### src/rtl/char_lcd_nibble_write_sequencer_top_defines.svh
// assertion macros for the character lcd write sequencer
// used by char_lcd_nibble_write_sequencer_top; no other dependencies
`ifndef CHAR_LCD_NIBBLE_WRITE_SEQUENCER_TOP_DEFINES_SVH
`define CHAR_LCD_NIBBLE_WRITE_SEQUENCER_TOP_DEFINES_SVH

`ifndef SYNTHESIS
// clocked check, switched off while reset is held low
`define LCD_SEQ_ASSERT(lbl, clk, rst_n, prop, msg) \
    lbl: assert property (@(posedge clk) disable iff (!rst_n) (prop)) else $error(msg);
// clocked check that also runs through reset
`define LCD_SEQ_ASSERT_ALWAYS(lbl, clk, prop, msg) \
    lbl: assert property (@(posedge clk) (prop)) else $error(msg);
`else
`define LCD_SEQ_ASSERT(lbl, clk, rst_n, prop, msg)
`define LCD_SEQ_ASSERT_ALWAYS(lbl, clk, prop, msg)
`endif

`endif

### src/rtl/lcd_seq_pkg.sv
// types, codes and the init instruction table of the character lcd sequencer
// no dependencies; imported by char_lcd_nibble_write_sequencer_top
package lcd_seq_pkg;

    localparam int DELAY_BITS = 16;
    localparam logic [DELAY_BITS-1:0] DELAY_RESET = DELAY_BITS'(1000);
    localparam logic [2:0] INIT_COUNT = 3'd6;

    // bit positions in the pin level word; the nibble sits above them
    localparam int PIN_RS = 0;
    localparam int PIN_RW = 1;
    localparam int PIN_EN = 2;
    localparam int NIB_LO = 3;

    typedef enum logic [1:0] {
        CMD_TICK = 2'd0,
        CMD_SEND = 2'd1,
        CMD_INIT = 2'd2
    } t_cmd;

    typedef enum logic [3:0] {
        PH_RS_SET  = 4'd0,
        PH_HI_EN   = 4'd1,
        PH_HI_DIS  = 4'd2,
        PH_LO_EN   = 4'd3,
        PH_LO_DIS  = 4'd4,
        PH_RD_SET  = 4'd5,
        PH_BF1_EN  = 4'd6,
        PH_BF1_DIS = 4'd7,
        PH_BF2_EN  = 4'd8,
        PH_BF2_DIS = 4'd9,
        PH_EXTRA   = 4'd10,
        PH_IDLE    = 4'd15
    } t_phase;

    typedef struct packed {
        logic [1:0] cmd;
        logic [7:0] data_byte;
        logic       is_char;
    } t_in_req;

    typedef struct packed {
        logic       rs_pin;
        logic       rw_pin;
        logic       en_pin;
        logic [3:0] data_nibble;
        logic       busy_res;
        logic       refused;
    } t_out_req;

    // power-up instruction list: function set three times, display on, entry mode, clear
    function automatic logic [7:0] init_byte(input logic [2:0] idx);
        logic [7:0] b;
        case (idx)
            3'd0, 3'd1, 3'd2: b = 8'h28;
            3'd3:             b = 8'h0F;
            3'd4:             b = 8'h06;
            3'd5:             b = 8'h01;
            default:          b = 8'h28;
        endcase
        return b;
    endfunction

endpackage

### src/rtl/char_lcd_nibble_write_sequencer_top.sv
// character lcd 4-bit write sequencer: phase state, timing and result buffering
// depends on lcd_seq_pkg and char_lcd_nibble_write_sequencer_top_defines.svh
//
//  channel  | handshake                    | payload
//  ---------+------------------------------+---------------------------
//  in       | i_in_valid / o_in_stall      | i_in_data  (t_in_req)
//  out      | o_out_valid / i_out_stall    | o_out_data (t_out_req)
//  cfg      | i_cfg_we                     | i_cfg_wdata (delay ticks)
//
// one request per clock unless stalled: sequencer state moves when a request is taken;
// its result goes to the output register, or to the skid while that register is held.
// a two-entry output buffer (output register plus skid) sets o_in_stall; with the
// output side free the block takes a request on every cycle.
// reset clears the sequencer to idle with all pins low and delay ticks to 1000.
`include "char_lcd_nibble_write_sequencer_top_defines.svh"

module char_lcd_nibble_write_sequencer_top
    import lcd_seq_pkg::*;
(
    input  logic                  i_clk,
    input  logic                  i_rst_n,
    input  logic                  i_in_valid,
    output logic                  o_in_stall,
    input  t_in_req               i_in_data,
    output logic                  o_out_valid,
    input  logic                  i_out_stall,
    output t_out_req              o_out_data,
    input  logic                  i_cfg_we,
    input  logic [DELAY_BITS-1:0] i_cfg_wdata
);

    logic [DELAY_BITS-1:0] r_delay;
    t_phase                r_phase, n_phase;
    logic [DELAY_BITS-1:0] r_wait, n_wait;
    logic [7:0]            r_held_byte, n_held_byte;
    logic                  r_held_is_char, n_held_is_char;
    logic [2:0]            r_init_idx, n_init_idx;
    logic                  r_in_init, n_in_init;
    logic [6:0]            r_pins, n_pins;
    logic                  n_refused;
    t_out_req              n_result;
    t_out_req              r_out, r_skid;
    logic                  r_out_valid, r_skid_valid;
    logic                  in_take, out_take;
    logic                  busy, phase_done;
    logic [DELAY_BITS-1:0] limit, wait_inc;
    logic [2:0]            idx_inc;

    // pin levels on entry to a phase
    function automatic logic [6:0] enter_pins(input t_phase p, input logic [6:0] pins,
                                              input logic [7:0] byt, input logic ch);
        logic [6:0] q;
        q = pins;
        unique case (p)
            PH_RS_SET: begin
                q[PIN_RS] = ch;
                q[PIN_RW] = 1'b0;
            end
            PH_HI_EN: begin
                q[PIN_EN]         = 1'b1;
                q[NIB_LO +: 4]    = byt[7:4];
            end
            PH_LO_EN: begin
                q[PIN_EN]         = 1'b1;
                q[NIB_LO +: 4]    = byt[3:0];
            end
            PH_RD_SET: begin
                q[PIN_RS] = 1'b0;
                q[PIN_RW] = 1'b1;
            end
            PH_BF1_EN, PH_BF2_EN: q[PIN_EN] = 1'b1;
            PH_HI_DIS, PH_LO_DIS, PH_BF1_DIS, PH_BF2_DIS: q[PIN_EN] = 1'b0;
            default: q = pins;
        endcase
        return q;
    endfunction

    // handshakes
    assign o_in_stall  = r_skid_valid;
    assign in_take     = i_in_valid && !r_skid_valid;
    assign o_out_valid = r_out_valid;
    assign o_out_data  = r_out;
    assign out_take    = r_out_valid && !i_out_stall;

    // phase timing
    assign busy       = (r_phase != PH_IDLE);
    assign limit      = (r_delay == '0) ? DELAY_BITS'(1) : r_delay;
    assign wait_inc   = r_wait + DELAY_BITS'(1);
    assign phase_done = (wait_inc >= limit) || (wait_inc == '0);
    assign idx_inc    = r_init_idx + 3'd1;

    // sequencer next state for the request on the input
    always_comb begin
        n_phase        = r_phase;
        n_wait         = r_wait;
        n_held_byte    = r_held_byte;
        n_held_is_char = r_held_is_char;
        n_init_idx     = r_init_idx;
        n_in_init      = r_in_init;
        n_pins         = r_pins;
        n_refused      = 1'b0;
        case (i_in_data.cmd)
            CMD_TICK: begin
                if (busy) begin
                    n_wait = wait_inc;
                    if (phase_done) begin
                        n_wait = '0;
                        if (r_phase < PH_BF2_DIS) begin
                            n_phase = t_phase'(r_phase + 4'd1);
                            n_pins  = enter_pins(n_phase, r_pins, r_held_byte, r_held_is_char);
                        end else if (r_phase == PH_BF2_DIS && r_in_init) begin
                            n_phase = PH_EXTRA;
                        end else if (r_phase == PH_EXTRA && r_in_init) begin
                            n_init_idx = idx_inc;
                            if (idx_inc < INIT_COUNT) begin
                                n_held_byte    = init_byte(idx_inc);
                                n_held_is_char = 1'b0;
                                n_phase        = PH_RS_SET;
                                n_pins         = enter_pins(PH_RS_SET, r_pins, n_held_byte,
                                                            1'b0);
                            end else begin
                                n_in_init = 1'b0;
                                n_phase   = PH_IDLE;
                            end
                        end else begin
                            n_in_init = 1'b0;
                            n_phase   = PH_IDLE;
                        end
                    end
                end
            end
            CMD_SEND: begin
                if (busy) begin
                    n_refused = 1'b1;
                end else begin
                    n_held_byte    = i_in_data.data_byte;
                    n_held_is_char = i_in_data.is_char;
                    n_in_init      = 1'b0;
                    n_phase        = PH_RS_SET;
                    n_wait         = '0;
                    n_pins         = enter_pins(PH_RS_SET, r_pins, i_in_data.data_byte,
                                                i_in_data.is_char);
                end
            end
            CMD_INIT: begin
                if (busy) begin
                    n_refused = 1'b1;
                end else begin
                    n_in_init      = 1'b1;
                    n_init_idx     = 3'd0;
                    n_held_byte    = init_byte(3'd0);
                    n_held_is_char = 1'b0;
                    n_phase        = PH_RS_SET;
                    n_wait         = '0;
                    n_pins         = enter_pins(PH_RS_SET, r_pins, n_held_byte, 1'b0);
                end
            end
            default: n_refused = 1'b0;
        endcase
    end

    // result of this request
    always_comb begin
        n_result.rs_pin      = n_pins[PIN_RS];
        n_result.rw_pin      = n_pins[PIN_RW];
        n_result.en_pin      = n_pins[PIN_EN];
        n_result.data_nibble = n_pins[NIB_LO +: 4];
        n_result.busy_res    = (n_phase != PH_IDLE);
        n_result.refused     = n_refused;
    end

    // delay register
    always_ff @(posedge i_clk) begin
        if (!i_rst_n) begin
            r_delay <= DELAY_RESET;
        end else if (i_cfg_we) begin
            r_delay <= i_cfg_wdata;
        end
    end

    // sequencer state
    always_ff @(posedge i_clk) begin
        if (!i_rst_n) begin
            r_phase        <= PH_IDLE;
            r_wait         <= '0;
            r_held_byte    <= '0;
            r_held_is_char <= 1'b0;
            r_init_idx     <= '0;
            r_in_init      <= 1'b0;
            r_pins         <= '0;
        end else if (in_take) begin
            r_phase        <= n_phase;
            r_wait         <= n_wait;
            r_held_byte    <= n_held_byte;
            r_held_is_char <= n_held_is_char;
            r_init_idx     <= n_init_idx;
            r_in_init      <= n_in_init;
            r_pins         <= n_pins;
        end
    end

    // output register and skid stage, valid bits
    always_ff @(posedge i_clk) begin
        if (!i_rst_n) begin
            r_out_valid  <= 1'b0;
            r_skid_valid <= 1'b0;
        end else if (out_take || !r_out_valid) begin
            if (r_skid_valid) begin
                r_out_valid  <= 1'b1;
                r_skid_valid <= 1'b0;
            end else begin
                r_out_valid  <= in_take;
            end
        end else if (in_take) begin
            r_skid_valid <= 1'b1;
        end
    end

    // output register and skid stage, payload
    always_ff @(posedge i_clk) begin
        if (out_take || !r_out_valid) begin
            if (r_skid_valid) begin
                r_out <= r_skid;
            end else if (in_take) begin
                r_out <= n_result;
            end
        end else if (in_take) begin
            r_skid <= n_result;
        end
    end

    // checks
    `LCD_SEQ_ASSERT(a_skid_behind_out, i_clk, i_rst_n, r_skid_valid |-> r_out_valid, "skid full with empty output register")
    `LCD_SEQ_ASSERT(a_refused_when_busy, i_clk, i_rst_n, (r_out_valid && r_out.refused) |-> r_out.busy_res, "request refused while sequencer idle")
    `LCD_SEQ_ASSERT(a_idle_not_init, i_clk, i_rst_n, (r_phase == PH_IDLE) |-> !r_in_init, "init flag set while idle")
    `LCD_SEQ_ASSERT(a_init_is_command, i_clk, i_rst_n, r_in_init |-> !r_held_is_char, "init instruction marked as character data")

endmodule
### config.mk
export PLATFORM = sky130hd
export DESIGN_NAME = char_lcd_nibble_write_sequencer_top
export DESIGN_NICKNAME = d
export VERILOG_FILES = /design/src/rtl/lcd_seq_pkg.sv /design/src/rtl/char_lcd_nibble_write_sequencer_top.sv
export VERILOG_INCLUDE_DIRS = /design/src /design/src/rtl
export SDC_FILE = /design/constraint.sdc
export NUM_CORES = 1
export LEC_CHECK = 0
export BUFFER_PORTS_ARGS = -buffer_cell sky130_fd_sc_hd__buf_2
export CAP_MARGIN = 20
export CELL_PAD_IN_SITES_DETAIL_PLACEMENT = 0
export CELL_PAD_IN_SITES_GLOBAL_PLACEMENT = 1
export CORE_UTILIZATION = 35
export CTS_CLUSTER_DIAMETER = 50
export DETAILED_ROUTE_END_ITERATION = 10
export GPL_TIMING_DRIVEN = 0
export PLACE_DENSITY_LB_ADDON = 0.1
export SLEW_MARGIN = 20
export SYNTH_ARGS = -nofsm -noshare
export SYNTH_HDL_FRONTEND = slang
export SYNTH_SLANG_ARGS = --single-unit
### constraint.sdc
create_clock -name i_clk -period 3.7 [get_ports i_clk]
set_input_delay 0.185 -clock i_clk [delete_from_list [all_inputs] [get_ports i_clk]]
set_output_delay 0.185 -clock i_clk [all_outputs]
set_load 0.05 [all_outputs]
Yosys cells after proc, flatten, opt, wreduce, memory -nomap -nowiden
Index checks and enable logic that the tools add are counted.
{"block": "word_totals", "wordCells": 149, "mem_count": 0, "latch_bits": 0, "rom_bits": 0, "ramBits": 0, "reg_bits": 76}
{"block": "classes", "n_shift": 0, "magnitude_cmp": 3, "div_mod_pow": 0, "eq_ne": 28, "n_addsub": 3, "bitwise": 2, "n_mul": 0, "n_reduce_logical": 27, "mux": 64}
{"cell": "$mux 16", "n": 4}
{"cell": "$mux 8", "n": 8}
{"cell": "$logic_not 16->1", "n": 2}
{"cell": "$pmux 16 s2", "n": 1}
{"cell": "$mux 4", "n": 7}
{"cell": "$pmux 8 s3", "n": 1}
{"cell": "$mux 7", "n": 3}
{"cell": "$pmux 7 s3", "n": 1}
{"cell": "$mux 1", "n": 18}
{"cell": "$mux 3", "n": 6}
{"cell": "$mux 9", "n": 2}
{"cell": "$ne 2x2->1 const B", "n": 9}
{"cell": "$pmux 6 s3", "n": 1}
{"cell": "$add 16x1->16 const B", "n": 1}
{"cell": "$eq 4x3->1 const B", "n": 4}
{"cell": "$eq 4x4->1 const B", "n": 4}
{"cell": "$ge 16x16->1", "n": 1}
{"cell": "$pmux 4 s2", "n": 2}
{"cell": "$mux 2", "n": 5}
{"cell": "$reduce_and 10->1", "n": 1}
{"cell": "$reduce_and 9->1", "n": 1}
{"cell": "$eq 4x2->1 const B", "n": 2}
{"cell": "$ne 4x4->1 const B", "n": 2}
{"cell": "$reduce_and 8->1", "n": 1}
{"cell": "26 further kinds", "n": 40}

Logic depth before layout (Yosys ltp)
Gate-level depths: netlist (run 1).
{"block": "depth", "ltp_word": 12, "mapped_depth": 17}

Least setup slack after synthesis (run 1)
OpenSTA, ideal clock, no wires.
{"block": "synth_timing", "path_type": "register to register", "from": "register r_wait[4]", "to": "register r_wait[0]", "path_slack_ps": -154, "path_stages_with_launch": 15, "arrival_time_ps": 3789, "required_time_ps": 3635, "n_path_buf": 2, "path_cell_list": "dfxtp_1 -> nand4_2 -> or4_4 -> o31a_1 -> or2_2 -> ha_1 -> a21o_1 -> a21o_1 -> a21oi_1 -> o211ai_4 -> buf_4 -> nor3_1 -> clkbuf_1 -> mux2i_1 -> nor2_1"}
{"block": "synth_between", "elab_chain_cells": 6, "elab_cells_between_ends": 7}
{"item": "start, declared", "line_no": "char_lcd_nibble_write_sequencer_top.sv:34", "text": "logic [DELAY_BITS-1:0] r_wait, n_wait;"}
{"item": "start signal, assigned", "line_no": "char_lcd_nibble_write_sequencer_top.sv:193", "text": "r_wait <= n_wait;"}
{"item": "$add 16x1->16 (*)", "line_no": "char_lcd_nibble_write_sequencer_top.sv:88", "text": "assign wait_inc = r_wait + DELAY_BITS'(1);"}
{"item": "$ge 16x16->1 or $logic_not 16->1 (tied branches)", "line_no": "char_lcd_nibble_write_sequencer_top.sv:89", "text": "assign phase_done = (wait_inc >= limit) || (wait_inc == '0);"}
{"item": "$logic_or 1x1->1 (*)", "line_no": "char_lcd_nibble_write_sequencer_top.sv:89"}
{"item": "$mux 16 (*)", "line_no": "char_lcd_nibble_write_sequencer_top.sv:106", "text": "if (phase_done) begin"}
{"item": "$mux 16 (*)", "line_no": "char_lcd_nibble_write_sequencer_top.sv:104", "text": "if (busy) begin"}
{"item": "$pmux 16 s2 (*)", "line_no": "char_lcd_nibble_write_sequencer_top.sv:102", "text": "case (i_in_data.cmd)"}
Mark *: on every way between the ends. The rest lies on a longest branch, timed or not. The select of a mux whose other input is x is not followed.
A chain may end at the register's enable or synchronous reset.

Final worst setup path (run 1)
{"block": "layout_timing", "from": "register r_wait[2]", "to": "register r_out, in the netlist o_out_data[7], data pin"}
{"block": "layout_between", "elab_chain_cells": 8, "elab_cells_between_ends": 9}
{"item": "$add 16x1->16 (*)", "line_no": "char_lcd_nibble_write_sequencer_top.sv:88"}
{"item": "$ge 16x16->1 or $logic_not 16->1 (tied branches)", "line_no": "char_lcd_nibble_write_sequencer_top.sv:89"}
{"item": "$logic_or 1x1->1 (*)", "line_no": "char_lcd_nibble_write_sequencer_top.sv:89"}
{"item": "$mux 7 (*)", "line_no": "char_lcd_nibble_write_sequencer_top.sv:106"}
{"item": "$mux 7 (*)", "line_no": "char_lcd_nibble_write_sequencer_top.sv:104"}
{"item": "$pmux 7 s3 (*)", "line_no": "char_lcd_nibble_write_sequencer_top.sv:102"}
{"item": "net n_pins[1]", "line_no": "char_lcd_nibble_write_sequencer_top.sv:39", "text": "logic [6:0] r_pins, n_pins;"}
{"item": "$mux 9 (*)", "line_no": "char_lcd_nibble_write_sequencer_top.sv:224", "text": "end else if (in_take) begin"}
{"item": "$mux 9 (*)", "line_no": "char_lcd_nibble_write_sequencer_top.sv:222", "text": "if (r_skid_valid) begin"}
{"item": "end signal, assigned", "line_no": "char_lcd_nibble_write_sequencer_top.sv:223", "text": "r_out <= r_skid;"}
{"item": "end signal, assigned", "line_no": "char_lcd_nibble_write_sequencer_top.sv:225", "text": "r_out <= n_result;"}
{"item": "end, declared", "line_no": "char_lcd_nibble_write_sequencer_top.sv:42", "text": "t_out_req r_out, r_skid;"}
Mark *: on every way through the listed nets, which the timed path passes. The rest lies on a longest branch. The select of a mux whose other input is x is not followed.

==> flow_metrics.tcl, run 1 <==
set metrics [dict create \
    synth_sequential_area_ratio_pct 36.9 \
    detailed_place_hpwl_microns 9710 \
    cp_cell_sequence "buf_6 -> nand3_4 -> or4_4 -> o31a_1 -> or2_4 -> ha_4 -> nand4_1 -> a21oi_2 -> o21ai_2 -> o211ai_4 -> nand2_4 -> a211o_1 -> a32o_2 -> mux2_4" \
    num-fill-cells 1330 \
    biggest_area_consumer_among_synthesized_cells "sky130_fd_sc_hd__dfxtp_1" \
    mostFrequentLayoutCells "52 x sky130_fd_sc_hd__nor2_1, 48 x sky130_fd_sc_hd__dfxtp_1, 42 x sky130_fd_sc_hd__nand2_1, 42 x sky130_fd_sc_hd__buf_2, 36 x sky130_fd_sc_hd__inv_1" \
    p_leak_nw 2.33 \
    area_of_the_die_sq_um 13700 \
    sequentialPowerShare_pct 41.9 \
    report.final.slew_viol_count 0 \
    async_flop_share_pct 0 \
    edff_count_synth 18 \
    wirelength_microns 13000 \
    synthTopCellsByArea "sky130_fd_sc_hd__dfxtp_1 25%, sky130_fd_sc_hd__edfxtp_1 12%, sky130_fd_sc_hd__ha_1 7.9%, sky130_fd_sc_hd__nor2_1 4.2%, sky130_fd_sc_hd__a21oi_1 3.8%" \
    peakVddDrop_uv 171 \
    final-setup-viol-count 0 \
    detail_route.wl_per_cell_microns 16.5 \
    floorplan.rows 41 \
    logic_gate_share_of_total_power_pct 17.6 \
    die_height_microns 117 \
    outcome "finished, final reports clean" \
    clock_sink_count 76 \
    vias_per_cell 5.42 \
    yosys_warnings 0 \
    finalClockSkew_ns 0.00838 \
    cap_violations 0 \
    finalPower_mw 2.17 \
    number_of_antenna_violations_at_the_first_check_in_global_routing 0 \
    layout_commonest_cell "sky130_fd_sc_hd__nor2_1" \
    fin_util_pct 44.3 \
    first_global_vias 3913 \
    worst_setup_path_start_kind "flip-flop" \
    worst_rel_slew_slack_pct 47.1 \
    area_growth_pct 22.1 \
    cp.arrival_ns 3.71 \
    dieWidth_microns 117 \
    largest_net_degree_at_the_start_of_global_routing 14 \
    timing_worst_slew_pin_value_ns 0.794 \
    ctsHtreeMaxLevel 3 \
    fmax_mhz 277 \
    worstSetupEndpointType "flip-flop" \
    groute.usage.overall_pct 20.3 \
    ws_path_type "flip-flop to flip-flop" \
    dp_slack_ns -0.633 \
    route.antenna.remaining_nets 0 \
    power_frac_clock_pct 40.5 \
    syn_area_per_cell_sq_um 8.50 \
    hp-class "input port to flip-flop" \
    finalHoldViolCount 0 \
    cts_inserted_buffers 9 \
    critical-path-slowest-cell "sky130_fd_sc_hd__or4_4" \
    cts.root.buffer_cell "sky130_fd_sc_hd__clkbuf_16" \
    sw_frac_of_total_pct 29.4 \
    finalCritPeriodShare_pct 97.7 \
    yosys.cell_types.count 62 \
    synthDominantCellAreaShare_pct 25.2 \
    cp_top_family "compound AO/OA/AOI/OAI gates" \
    grt_first_pass_wirelength_microns 20800 \
    synth_nets 604 \
    detail_route.drc_violations 0 \
    first_iter_violations 365 \
    clk_path_buf_depth 2 \
    fp.coreArea_sq_um 12700 \
    cp.required_ns 3.79 \
    clock_tree_from_tritoncts "built" \
    netSwitchingPower_uw 637 \
    timing.final.ws_setup_ns 0.0834 \
    design.portCount 43 \
    finish.net_count 667 \
    cts_hold_repair.buffers 0 \
    netlist_area_sq_um 4620 \
    vias 4240 \
    clock_latency_ns 0.35 \
    yosys_register_bits 76 \
    power_per_cell_area_nw_per_um2 385 \
    diodes 0 \
    initial_utilization_pct 36.3 \
    postSynthCellCount 543 \
    slowest_delay_ns 0.58 \
    port_buffers 41 \
    rsz0062_at_grt "true" \
    critPathMaxFanout 6 \
    clk_transition_reported_paths_ns 0.06 \
    routability_congestion_estimate_from_global_placement 0.839 \
    layout-drive-gt1-share_pct 20.8 \
    cell_internal_pwr_mw 1.53 \
    crit_buf_inv 1 \
    post-route-min-period_ns 3.62 \
    finalSetupTns_ns 0 \
    globalRouteOverflowTotal 0 \
    predominant_post_synthesis_flop_cell "sky130_fd_sc_hd__dfxtp_1" \
    dr.pass1.iters 4 \
]
[routing by layer]
layer	part of all wire (%)	vias to the layer above	track usage (%)
li1	-	2114	-
met1	53	2004	30.5
met2	41	107	29.3
met3	3.7	15	3.66
met4	1.4	0	6.24
met5	0	-	0
[power by group through the flow]
stage,combinational (mW),clock [mW],sequential [mW]
2_1_floorplan,0.222,0,0.949
3_3_place_gp,0.348,0,0.928
3_5_place_dp,0.352,0,0.928
4_1_cts,0.363,0.900,0.911
5_1_grt,0.425,0.934,0.914
6_report,0.382,0.879,0.909
[Yosys cell counts (9+ instances only)]
library cell and count:
sky130_fd_sc_hd__ha_1 29, sky130_fd_sc_hd__nand2_1 42, sky130_fd_sc_hd__nand4_1 13, sky130_fd_sc_hd__nor3_1 11, sky130_fd_sc_hd__o211ai_1 11, sky130_fd_sc_hd__nor2_1 52
sky130_fd_sc_hd__xnor2_1 10, sky130_fd_sc_hd__nand3_1 22, sky130_fd_sc_hd__edfxtp_1 18, sky130_fd_sc_hd__clkbuf_1 26, sky130_fd_sc_hd__a21oi_1 35, sky130_fd_sc_hd__o21ai_0 25
sky130_fd_sc_hd__a21o_1 9, sky130_fd_sc_hd__inv_1 36, sky130_fd_sc_hd__dfxtp_1 58, sky130_fd_sc_hd__mux2i_1 12, sky130_fd_sc_hd__a22oi_1 17
[worst min-delay path, cell delays in order]
cell                       delay [ns]
sky130_fd_sc_hd__buf_2           0.08
sky130_fd_sc_hd__nand2_1         0.05
sky130_fd_sc_hd__o211ai_1        0.06
[per-stage QoR]
step / hold slack [ns] / area (sq um) / cells
finish: 0.0587 / 5640 / 783
global route: 0.0708 / 5640 / 783
global placement: 0.415 / 5040 / 756
floorplan: 0.315 / 4620 / 543
detailed placement: 0.412 / 5040 / 756
CTS: 0.0521 / 5450 / 771
[area by class of cell]
| cell class | count | area [sq um] | area share (%) |
|---|---|---|---|
| Buffer | 30 | 140 | 2.49 |
| Clock buffer | 10 | 229 | 4.06 |
| Clock inverter | 6 | 65.1 | 1.15 |
| Timing Repair Buffer | 56 | 330 | 5.86 |
| Inverter | 37 | 139 | 2.46 |
| Multi-Input combinational cell | 396 | 2790 | 49.6 |
| Tap cell | 172 | 215 | 3.82 |
| Sequential cell | 76 | 1720 | 30.6 |
[state kept, by name (all words and copies together), names as in the netlist]
name / flops
r_delay: 16
r_wait: 16
o_out_data: 9
r_skid: 9
r_held_byte: 8
r_pins: 7
r_phase: 4
r_init_idx: 3
o_in_stall: 1
o_out_valid: 1
r_held_is_char: 1
r_in_init: 1
[what timing repair did]
item,CTS,global route
setup buffers,2,12
endpoints found under the hold margin,0,0
gates resized for setup,32,24
cloned,0,1
pin swaps,6,23
endpoints found under the setup margin,53,38
[path summary, 6_finish.rpt]
check / start / endpoint / slack [ns] / cells past startpoint
hold reg to reg: r_held_byte[7]$_SDFFE_PN0P_ / r_held_byte[7]$_SDFFE_PN0P_ / 0.46 / 2
setup reg to reg: r_wait[2]$_SDFFE_PN0P_ / o_out_data[7]$_DFFE_PP_ / 0.08 / 14
hold / removal: i_cfg_wdata[7] / r_delay[7]$_SDFFE_PN1P_ / 0.06 / 3
setup / recovery: r_wait[2]$_SDFFE_PN0P_ / o_out_data[7]$_DFFE_PP_ / 0.08 / 14
[cells by family (layout without fill, tap and decap cells)]
kind of cell,after synthesis,count (layout),share of synthesized area (%)
multiplexers,17,17,3.82
AND/OR/NAND/NOR,183,183,19.6
flip-flops,76,76,36.9
XOR/XNOR,16,16,3.04
AO/OA/AOI/OAI,150,150,22.6
adder cells (fa/ha/maj),30,30,8.08
buffers and inverters,71,139,6.04
Power figures use the tool's default switching activity.
==> inputs of run 2 (changes only) <==
clock period = 3.71 ns   (was 3.7 ns; I/O delays follow)
==> flow_metrics.tcl, run 2 (same netlist as run 1, synthesis figures left out) <==
set metrics [dict create \
    fp.coreArea_sq_um 12700 \
    cp_top_family "compound AO/OA/AOI/OAI gates" \
    cp.required_ns 3.81 \
    hp-class "input port to flip-flop" \
    finalPower_mw 2.16 \
    clk_path_buf_depth 2 \
    p_leak_nw 2.32 \
    cts_inserted_buffers 9 \
    reg.largest.list "r_delay x16, r_wait x16" \
    routability_congestion_estimate_from_global_placement 0.839 \
    slowest_delay_ns 0.58 \
    cp_cell_sequence "buf_6 -> nand3_4 -> or4_4 -> o31a_1 -> or2_4 -> ha_4 -> a21o_1 -> a21o_1 -> a21oi_2 -> o211ai_4 -> and2_4 -> a32oi_2 -> o21ai_2 -> mux2_4" \
    detail_route.wl_per_cell_microns 16.5 \
    ctsHtreeMaxLevel 3 \
    final-setup-viol-count 0 \
    dr.pass1.iters 4 \
    vias_per_cell 5.44 \
    worst_r2r_startpoint "r_wait[2]$_SDFFE_PN0P_" \
    first_iter_violations 399 \
    dieWidth_microns 117 \
    groute.usage.overall_pct 20.3 \
    clock_latency_ns 0.35 \
    report.final.slew_viol_count 0 \
    sw_frac_of_total_pct 29.2 \
    startpoint_of_the_most_critical_setup_path "r_wait[2]$_SDFFE_PN0P_" \
    rsz0062_at_grt "true" \
    worst_rel_slew_slack_pct 47.1 \
    layout_commonest_cell "sky130_fd_sc_hd__nor2_1" \
    finalClockSkew_ns 0.00789 \
    detail_route.drc_violations 0 \
    logic_gate_share_of_total_power_pct 17.5 \
    cap_violations 0 \
    outcome "finished, final reports clean" \
    largest_net_degree_at_the_start_of_global_routing 14 \
    cp.arrival_ns 3.72 \
    wirelength_microns 12900 \
    hold_slack_ns 0.0632 \
    fmax_mhz 276 \
    power_per_cell_area_nw_per_um2 384 \
    diodes 0 \
    post-route-min-period_ns 3.62 \
    num-fill-cells 1332 \
    vias 4261 \
    port_buffers 41 \
    finalHoldViolCount 0 \
    crit_buf_inv 1 \
    sequentialPowerShare_pct 42.0 \
    floorplan.rows 41 \
    clock_sink_count 76 \
    clock_tree_from_tritoncts "built" \
    cell_internal_pwr_mw 1.53 \
    area_of_the_die_sq_um 13700 \
    die_height_microns 117 \
    worstSetupEndpointType "flip-flop" \
    worst_setup_path_start_kind "flip-flop" \
    finalCritPeriodShare_pct 97.6 \
    cts.root.buffer_cell "sky130_fd_sc_hd__clkbuf_16" \
    initial_utilization_pct 36.3 \
    timing.critical_path.mode_cell "sky130_fd_sc_hd__a21o_1" \
    numPlacedInstances 756 \
    timing_worst_slew_pin_value_ns 0.794 \
    finalNonFillerCells 783 \
    detailed_place_hpwl_microns 9710 \
    grt_first_pass_wirelength_microns 20800 \
    layout-drive-gt1-share_pct 20.6 \
    number_of_antenna_violations_at_the_first_check_in_global_routing 0 \
    clk_transition_reported_paths_ns 0.06 \
    design.portCount 43 \
    power_frac_clock_pct 40.4 \
    critical-path-slowest-cell "sky130_fd_sc_hd__or4_4" \
    netSwitchingPower_uw 631 \
    worst_hold_startpoint "i_cfg_wdata[7]" \
    finish.net_count 667 \
    area_growth_pct 21.9 \
    mostFrequentLayoutCells "52 x sky130_fd_sc_hd__nor2_1, 48 x sky130_fd_sc_hd__dfxtp_1, 42 x sky130_fd_sc_hd__nand2_1, 42 x sky130_fd_sc_hd__buf_2, 36 x sky130_fd_sc_hd__inv_1" \
    first_global_vias 3913 \
    ws_path_type "flip-flop to flip-flop" \
    peakVddDrop_uv 168 \
    critPathMaxFanout 6 \
    cts_hold_repair.buffers 0 \
    route.antenna.remaining_nets 0 \
    globalRouteOverflowTotal 0 \
]
run 2: layout make-up:
cell class | instances | area (sq um) | area share, %
multi-input combinational | 396 | 2790 | 49.5
sequential | 76 | 1720 | 30.6
timing repair buffer | 56 | 330 | 5.87
clock buffer | 10 | 229 | 4.07
tap | 172 | 215 | 3.82
buffer | 30 | 140 | 2.49
inverter | 37 | 139 | 2.47
clock inverter | 6 | 65.1 | 1.16
run 2: timing repair:
item | CTS | global route
endpoints found under the setup margin | 53 | 38
pin swaps | 6 | 22
gates cloned | 0 | 1
resized for setup | 32 | 23
buffers inserted | 2 | 12
run 2: path summary, 6_finish.rpt:
check / to / slack (ns) / cells past startpoint
setup / recovery: o_out_data[8]$_DFFE_PP_ / 0.09 / 14
hold / removal: r_delay[7]$_SDFFE_PN1P_ / 0.06 / 3
setup reg to reg: o_out_data[8]$_DFFE_PP_ / 0.09 / 14
hold reg to reg: r_held_byte[7]$_SDFFE_PN0P_ / 0.46 / 2
run 2: per-stage QoR:
step / worst slack [ns] / instance area (sq um) / setup TNS (ns) / utilization [%]
after floorplan: 0.0130 / 4620 / 0 / -
after global placement: -0.554 / 5040 / -15.52 / 39.6
after detailed placement: -0.623 / 5040 / -18.06 / 39.6
after CTS: 0.0199 / 5450 / 0 / 42.9
after global routing: -0.0151 / 5630 / -0.0218 / 44.2
final: 0.0886 / 5630 / 0 / 44.2
run 2: routing by layer:
metal | up-vias | wire length, microns | global-route usage (%)
li1 | 2111 | - | -
met1 | 2037 | 6750 | 30.5
met2 | 101 | 5400 | 29.3
met3 | 12 | 626 | 3.66
met4 | 0 | 163 | 6.24
met5 | - | 0 | 0
run 2: power by group through the flow:
stage	clock network (mW)	registers, mW	logic [mW]
3_3_place_gp	0	0.925	0.347
6_report	0.873	0.907	0.378
2_1_floorplan	0	0.946	0.222
3_5_place_dp	0	0.926	0.351
5_1_grt	0.932	0.912	0.422
4_1_cts	0.897	0.909	0.362
run 2: worst min-delay path, cell delays in order:
cell and delay (ns):
sky130_fd_sc_hd__buf_2 0.08, sky130_fd_sc_hd__nand2_1 0.05, sky130_fd_sc_hd__o211ai_1 0.06
